### config.mk
export PLATFORM = sky130hd
export DESIGN_NAME = emp_scale
export DESIGN_NICKNAME = d
export VERILOG_FILES = /design/src/sv/emp_pkg.sv /design/src/sv/emp_scale.sv
export SDC_FILE = /design/constraint.sdc
export NUM_CORES = 2
export LEC_CHECK = 0
export BUFFER_PORTS_ARGS = -buffer_cell sky130_fd_sc_hd__clkbuf_2
export CORE_MARGIN = 3
export CORE_UTILIZATION = 55
export CTS_BUF_LIST = sky130_fd_sc_hd__clkbuf_8
export DETAILED_ROUTE_END_ITERATION = 8
export GPL_ROUTABILITY_DRIVEN = 1
export GPL_TIMING_DRIVEN = 0
export MAX_ROUTING_LAYER = met4
export PLACE_DENSITY = 0.75
export SLEW_MARGIN = 20
export SYNTH_ARGS = -nofsm -noshare
export SYNTH_HDL_FRONTEND = slang
export SYNTH_SLANG_ARGS = --single-unit
### constraint.sdc
create_clock -name clk -period 12.7 [get_ports clk]
set_input_delay 0 -clock clk [delete_from_list [all_inputs] [get_ports clk]]
set_output_delay 0 -clock clk [all_outputs]
set_load 0.005 [all_outputs]
### src/sv/emp_pkg.sv
// ----------------------------------------------------------------------------
// emp_pkg - shared types and helpers for the multi-turn encoder position core
// Item structs, opcode and register codes, mask decode and saturation.
// ----------------------------------------------------------------------------
package emp_pkg;

  localparam int PosW   = 48;
  localparam int RawW   = 64;
  localparam int ScaleW = 32;
  localparam int TurnW  = 32;
  localparam int ShW    = 6;
  // wide enough for turn_count << 63 plus a 64-bit count
  localparam int SatW   = 97;

  localparam logic signed [PosW-1:0]  PosMax  = {1'b0, {(PosW-1){1'b1}}};
  localparam logic signed [PosW-1:0]  PosMin  = {1'b1, {(PosW-1){1'b0}}};
  localparam logic signed [TurnW-1:0] TurnMax = {1'b0, {(TurnW-1){1'b1}}};
  localparam logic signed [TurnW-1:0] TurnMin = {1'b1, {(TurnW-1){1'b0}}};

  typedef enum logic [1:0] {
    OP_SAMPLE    = 2'd0,
    OP_SET_POS   = 2'd1,
    OP_LOAD_OFS  = 2'd2,
    OP_SET_HOMED = 2'd3
  } op_t;

  typedef enum logic [1:0] {
    CFG_RAW_MASK = 2'd0,
    CFG_SCALE    = 2'd1,
    CFG_ENC_TYPE = 2'd2
  } cfg_reg_t;

  typedef struct packed {
    op_t                     opcode;
    logic [RawW-1:0]         raw_value;
    logic                    fault;
    logic signed [PosW-1:0]  value;
    logic                    homed_flag;
  } in_item_t;

  typedef struct packed {
    logic signed [PosW-1:0]  position;
    logic signed [PosW-1:0]  raw_position;
    logic                    homed;
    logic                    mask_invalid;
  } out_item_t;

  // raw_mask with its decode, worked out once per register write
  typedef struct packed {
    logic [RawW-1:0]  mask;
    logic [ShW-1:0]   tz;       // trailing zeros
    logic [ShW-1:0]   width;    // counter width, low bits (64 reads as 0)
    logic             track;    // width between 1 and 63
    logic             invalid;  // nonzero and not contiguous
    logic [RawW-1:0]  limit;    // floor(2/3 * 2^width)
  } mask_cfg_t;

  // stage A to stage B
  typedef struct packed {
    op_t                     opcode;
    logic                    bad;
    logic signed [PosW-1:0]  value;
    logic                    homed_flag;
    logic signed [PosW-1:0]  raw_pos;
    logic                    invalid;
  } turn_out_t;

  function automatic mask_cfg_t mask_decode(input logic [RawW-1:0] v);
    mask_cfg_t       d;
    logic [RawW-1:0] m;
    logic [ShW:0]    ones;
    d.mask = v;
    d.tz   = '0;
    for (int i = RawW - 1; i >= 0; i--) begin
      if (v[i]) d.tz = ShW'(i);
    end
    m    = v >> d.tz;
    ones = '0;
    for (int i = 0; i < RawW; i++) begin
      ones = ones + {{ShW{1'b0}}, v[i]};
    end
    d.invalid = (v != '0) && ((m & (m + {{(RawW-1){1'b0}}, 1'b1})) != '0);
    d.width   = ones[ShW-1:0];
    d.track   = (ones != '0) && !ones[ShW];
    // floor(2^(w+1)/3) is the top w+1 bits of 0101...01
    d.limit   = {(RawW/2){2'b01}} >> (ShW'(RawW - 1) - ones[ShW-1:0]);
    return d;
  endfunction

  function automatic logic signed [PosW-1:0] sat_pos(input logic signed [SatW-1:0] v);
    logic fits;
    fits = (&v[SatW-1:PosW-1]) || !(|v[SatW-1:PosW-1]);
    if (fits)          return v[PosW-1:0];
    else if (v[SatW-1]) return PosMin;
    else               return PosMax;
  endfunction

endpackage

### src/sv/emp_scale.sv
// ----------------------------------------------------------------------------
// emp_scale - scaling, offset and homing
// Two-stage scale*raw product with rounding, offset add and position state.
// ----------------------------------------------------------------------------
module emp_scale
  import emp_pkg::*;
(
  input  logic                     clk,
  input  logic                     rst_n,
  input  logic                     en,
  input  logic                     a_vld,
  input  turn_out_t                a,
  input  logic signed [ScaleW-1:0] scale,
  input  logic                     enc_type,
  input  logic                     home_set,
  output logic                     out_vld_r,
  output out_item_t                out_r
);

  localparam int HalfW = PosW / 2;
  localparam int PlW   = HalfW + ScaleW;
  localparam int PhW   = (PosW - HalfW) + ScaleW;
  localparam int SumW  = PhW + HalfW + 1;
  localparam int QW    = 64;

  typedef struct packed {
    turn_out_t        t;
    logic             neg;
    logic [PlW:0]     pl;   // low partial product plus rounding half
    logic [PhW-1:0]   ph;
  } prod_t;

  logic                    b_vld_r;
  prod_t                   b_r, b_nxt;
  logic [PosW-1:0]         rmag;
  logic [ScaleW-1:0]       smag;
  logic [PlW-1:0]          pl_raw;

  logic signed [PosW-1:0]  ofs_r, ofs_nxt, act_r, act_nxt;
  logic                    homed_r, homed_nxt;
  logic [SumW-1:0]         s;
  logic                    ovf;
  logic [QW-1:0]           q;
  logic signed [SatW-1:0]  q_s;
  logic signed [PosW-1:0]  pos_smp, diff, ofs_set;
  logic                    go;
  out_item_t               out_nxt;

  // stage B: magnitudes and partial products
  always_comb begin
    rmag   = a.raw_pos[PosW-1] ? PosW'(-a.raw_pos) : a.raw_pos;
    smag   = scale[ScaleW-1] ? ScaleW'(-scale) : scale;
    pl_raw = rmag[HalfW-1:0] * smag;
    b_nxt.t   = a;
    b_nxt.neg = a.raw_pos[PosW-1] ^ scale[ScaleW-1];
    b_nxt.pl  = (PlW+1)'(pl_raw) + (PlW+1)'(128);
    b_nxt.ph  = rmag[PosW-1:HalfW] * smag;
  end

  // stage C: round off the 8 fraction bits of the Q.8 scale, add offset, update position state
  always_comb begin
    s   = {b_r.ph, {HalfW{1'b0}}} + SumW'(b_r.pl);
    ovf = |s[SumW-1:72];
    q   = s[71:8];
    q_s = b_r.neg ? -SatW'(q) : SatW'(q);
    if (ovf) pos_smp = b_r.neg ? PosMin : PosMax;
    else     pos_smp = sat_pos(q_s + SatW'(ofs_r));

    diff    = sat_pos(SatW'(b_r.t.value) - SatW'(act_r));
    ofs_set = sat_pos(SatW'(ofs_r) + SatW'(diff));

    go        = en && b_vld_r;
    ofs_nxt   = ofs_r;
    act_nxt   = act_r;
    homed_nxt = homed_r;
    if (go) begin
      case (b_r.t.opcode)
        OP_SAMPLE:    act_nxt = b_r.t.bad ? ofs_r : pos_smp;
        OP_SET_POS: begin
          ofs_nxt = ofs_set;
          act_nxt = b_r.t.value;
        end
        OP_LOAD_OFS:  ofs_nxt = b_r.t.value;
        OP_SET_HOMED: homed_nxt = b_r.t.homed_flag;
        default:      act_nxt = act_r;
      endcase
    end
    if (home_set) homed_nxt = 1'b1;

    out_nxt.position     = act_nxt;
    out_nxt.raw_position = b_r.t.raw_pos;
    out_nxt.homed        = homed_nxt | enc_type;
    out_nxt.mask_invalid = b_r.t.invalid;
  end

  always_ff @(posedge clk) begin
    if (!rst_n) begin
      b_vld_r   <= 1'b0;
      out_vld_r <= 1'b0;
      ofs_r     <= '0;
      act_r     <= '0;
      homed_r   <= 1'b0;
    end else begin
      ofs_r   <= ofs_nxt;
      act_r   <= act_nxt;
      homed_r <= homed_nxt;
      if (en) begin
        b_vld_r   <= a_vld;
        out_vld_r <= b_vld_r;
      end
    end
  end

  always_ff @(posedge clk) begin
    if (en) begin
      b_r   <= b_nxt;
      out_r <= out_nxt;
    end
  end

endmodule

==> results.md <==
- The clock tree buffer depth is 3.
- The number of I/O pins is 238.
- The tool flagged a number of max-cap violations equal to 0.
- The starting density of the core is 0.558.
- In the layout the commonest cells are sky130_fd_sc_hd__inv_1 (1454), sky130_fd_sc_hd__fa_1 (1321), sky130_fd_sc_hd__nand2_1 (1299).
- The weighted congestion at the end of routability-driven global placement is 1.07.
- TritonCTS created 74 clock buffers.
- The startpoint of the worst register-to-register path is b_r[165]$_DFFE_PP_.
- On the final layout, the worst clock skew is 0.0689 ns.
- In this run the register-to-register setup slack is 0.35 ns.
- In this run the critical register-to-register path is captured at ofs_r[7]$_SDFFE_PN0P_.
- The final layout contains around 12000 nets.
- Of all flip-flops after synthesis, the portion carrying an async set or reset was 0.
- The iteration count of the initial detailed-routing pass is 7.
- The required time of the critical path is 13.21 ns.
- The residual DRC count is 0.
- Measured in cells, the most critical reg-to-reg path has a length of 35.
- A synthesized cell averages 8.72 µm².
- In the final routed layout, each cell accounts on average for 27.0 µm.
- STA puts the critical path data arrival time at ~13 ns.
- Setup violations remaining at the end of the flow were counted as 0.
- Of all nets on the critical path, the largest fanout is 14.
- The detailed router finished its first iteration with 7954 violations.
- The critical path launch point type is a primary input.
- The post-DP HPWL is roughly 260 mm.
- The number of different library cells in the post-synthesis netlist is between 90 and 100.
- The max-slew violation total from the final report is 0.
- The most critical setup path has its startpoint at a[48].
- The combined area of the multi-input logic cells is 0.0618 mm².
- In this run the cell area of the synthesized design comes to 0.0794 mm².
- Entering global routing, the biggest net connects slightly below 100 pins.
- The transition at the pin with the smallest max-transition slack is 1.32 ns.
- The global router's overall resource usage is 0.434.
- Measured along the x axis, the die boundary spans slightly below 400 µm.
- Counting every instance in the synthesized netlist gives 9111.
- The clock slew seen by the registers of the worst setup and hold paths is 0.07 ns.
- Yosys mapped a number of flops with a built-in enable equal to 305.
- The register area is 0.0111 mm².
- The share of the Yosys chip area taken by registers is 0.140.
- The most critical setup path has its endpoint at b_r[112]$_DFFE_PP_.
- The number of global-route vias before repair came to between 70000 and 80000.
- For this run, the number of Yosys warnings is 0.
- Derived from the worst setup path, the maximum achievable clock frequency is 79.9 MHz.
- The H-tree depth is 3.
- The first global-routing pass estimated approximately 460 mm of wire.
- The remaining global-route overflow is 0.
- The clock latency of the later-clocked register in the worst-skew pair is 0.82 ns.
- The floorplan die area is 0.149 mm².
- The die is 386 µm tall.
- The worst relative slew slack is 0.116.
- From synthesis to final layout, the design area changed by 9.69%.
- The number of antenna violations at the first check in global routing came to 21.
- The count of filler cells inserted in the layout is 12500.
- The routed via count divided by cell count is roughly 6.
- The routed design could run at a clock period as short as 12.52 ns.
- The run finished with clean final reports.
- The area of the core is around 0.14 mm².
- The quantity of I/O buffers inserted on ports is 235.
- The final count of hold timing violations is 0.
- The setup path with the least slack is of type primary input to flip-flop.
- The root cell of the clock tree is sky130_fd_sc_hd__clkbuf_8.
- The biggest cell delay along the critical path is 0.94 ns.
- The total number of vias is around 71000.
- The most area-hungry cell type in the Yosys netlist is sky130_fd_sc_hd__fa_1.
- Once detail routing completed, the nets flagged for antenna violations numbered 0.
- For the final routed database, the setup TNS stands at 0 ns.
- The floorplan has about 140 rows.
- Dividing the final minimum period by the clock period gives 0.986.
- In the final layout, the share of cells above drive strength 1 is 0.0588.
- Of the post-synthesis cell area, the dominant cell type holds 0.333.
- The number of nets handed over by synthesis was 11200.
- The highest-delay cell along the critical path is sky130_fd_sc_hd__clkbuf_1.
- Among all flip-flop cells after synthesis, the most frequent one is sky130_fd_sc_hd__edfxtp_1.
- The number of synthesized register bits is 404.
- In this design, the critical path's most frequently occurring cell is sky130_fd_sc_hd__fa_1.
- Sorting the synthesized cells by area gives the leading types as sky130_fd_sc_hd__fa_1 (33%), sky130_fd_sc_hd__edfxtp_1 (12%), sky130_fd_sc_hd__ha_1 (9.9%), sky130_fd_sc_hd__inv_1 (6.8%), sky130_fd_sc_hd__nand2_1 (6.1%).
- TritonCTS built the clock tree.
- The worst hold-check path type is primary input to flip-flop.
- The commonest non-fill, non-tap cell in the layout is sky130_fd_sc_hd__inv_1.
- STA classifies the critical path endpoint as a flip-flop.
- The routed design has about 310 mm of wire.
- The clock net in this run drives a total of 404 sinks.
## flip-flops by register name, indices dropped and copies added (netlist names)
register,count
out_r,98
b_vld_r,1
out_vld_r,1
homed_r,1
b_r,207
act_r,48
ofs_r,48
## routing by layer
layer	wire (µm)	vias to the layer above	GRT usage
met5	0	-	-
li1	-	30500	-
met3	36400	1260	0.115
met2	136000	4449	0.640
met4	29700	0	0.312
met1	111000	35100	0.515
## critical path, delay by kind of cell
kind,cells,cell delay (ns)
XOR/XNOR,2,1.12
buffers and inverters,8,3.17
AO/OA/AOI/OAI,16,4.64
adder cells (fa/ha/maj),8,3.95
AND/OR/NAND/NOR,1,0.12
## cells by family after synthesis
logic type / Yosys count / synth area share
multiplexers: 23 / 0.00298
AND/OR/NAND/NOR: 2881 / 0.160
adder cells (fa/ha/maj): 1955 / 0.432
XOR/XNOR: 461 / 0.0508
buffers and inverters: 1871 / 0.0888
flip-flops: 404 / 0.140
AO/OA/AOI/OAI: 1516 / 0.125
## worst min path at each step
| stage | start | to | slack [ns] | cells past startpoint |
|---|---|---|---|---|
| 3_3_place_gp | a[70] | b_r[184]$_DFFE_PP_ | 0.18 | 1 |
| 5_1_grt | a[23] | b_r[137]$_DFFE_PP_ | 0.02 | 2 |
| 3_5_place_dp | a[53] | b_r[167]$_DFFE_PP_ | 0.18 | 1 |
| 6_report | a[40] | b_r[154]$_DFFE_PP_ | 0.04 | 2 |
| 4_1_cts | a[42] | b_r[156]$_DFFE_PP_ | 0.004 | 2 |
| 2_1_floorplan | a[0] | b_r[114]$_DFFE_PP_ | 0.1 | 0 |
## cell type report
type / count / area share
Multi-Input combinational cell: 6836 / 0.709
Clock buffer: 78 / 0.0123
Clock inverter: 59 / 0.00488
Tap cell: 1890 / 0.0271
Buffer: 436 / 0.0197
Inverter: 1432 / 0.0617
Antenna cell: 25 / 0.000718
Sequential cell: 404 / 0.128
Timing Repair Buffer: 425 / 0.0362
## timing repair
| item | 4_1_cts | 5_1_grt |
|---|---|---|
| setup buffers | 0 | 0 |
| gates resized for setup | 17 | 52 |
| setup endpoints to repair | 16 | 66 |
| hold endpoints to repair | 172 | 0 |
| hold buffers | 172 | 0 |
| gates cloned | 0 | 0 |
## synthesized netlist by cell type, types with 17 or more instances
master / number
sky130_fd_sc_hd__edfxtp_1: 305
sky130_fd_sc_hd__o21bai_1: 56
sky130_fd_sc_hd__o211ai_1: 29
sky130_fd_sc_hd__or4_1: 27
sky130_fd_sc_hd__nand2b_1: 56
sky130_fd_sc_hd__o21ai_1: 17
sky130_fd_sc_hd__o21a_1: 65
sky130_fd_sc_hd__or3_1: 94
sky130_fd_sc_hd__o41ai_1: 19
sky130_fd_sc_hd__nor2b_1: 39
sky130_fd_sc_hd__ha_1: 626
sky130_fd_sc_hd__o31a_1: 48
sky130_fd_sc_hd__and2_1: 143
sky130_fd_sc_hd__a21o_1: 158
sky130_fd_sc_hd__o31ai_2: 30
sky130_fd_sc_hd__a22oi_1: 50
sky130_fd_sc_hd__o21ai_0: 277
sky130_fd_sc_hd__nor3_1: 112
sky130_fd_sc_hd__and3_1: 43
sky130_fd_sc_hd__or2_2: 29
sky130_fd_sc_hd__nor4_1: 23
sky130_fd_sc_hd__fa_1: 1321
sky130_fd_sc_hd__a21oi_1: 444
sky130_fd_sc_hd__nand2_1: 1299
sky130_fd_sc_hd__nand3_1: 77
sky130_fd_sc_hd__nand4_1: 71
sky130_fd_sc_hd__nor2_1: 803
sky130_fd_sc_hd__o31ai_1: 72
sky130_fd_sc_hd__xor2_1: 147
sky130_fd_sc_hd__mux2i_1: 18
sky130_fd_sc_hd__xnor2_1: 314
sky130_fd_sc_hd__a31oi_1: 37
sky130_fd_sc_hd__o22ai_1: 49
sky130_fd_sc_hd__a211oi_1: 33
sky130_fd_sc_hd__clkbuf_1: 428
sky130_fd_sc_hd__dfxtp_1: 99
sky130_fd_sc_hd__inv_1: 1430
## through the flow
stage           util  instance area, µm²  worst slack [ns]  cells  hold WS [ns]
2_1_floorplan      -               79400              2.20   9111        0.0989
4_1_cts        0.610               86900            0.0115  11600       0.00414
6_report       0.612               87200             0.180  11600        0.0433
5_1_grt        0.612               87100           -0.0508  11600        0.0220
3_5_place_dp   0.587               83600             -1.99  11300         0.179
3_3_place_gp   0.583               83000             -1.97  11200         0.179
Power is not shown: default switching activity piles up to over one toggle a cycle in this logic, so the estimate is an artifact.
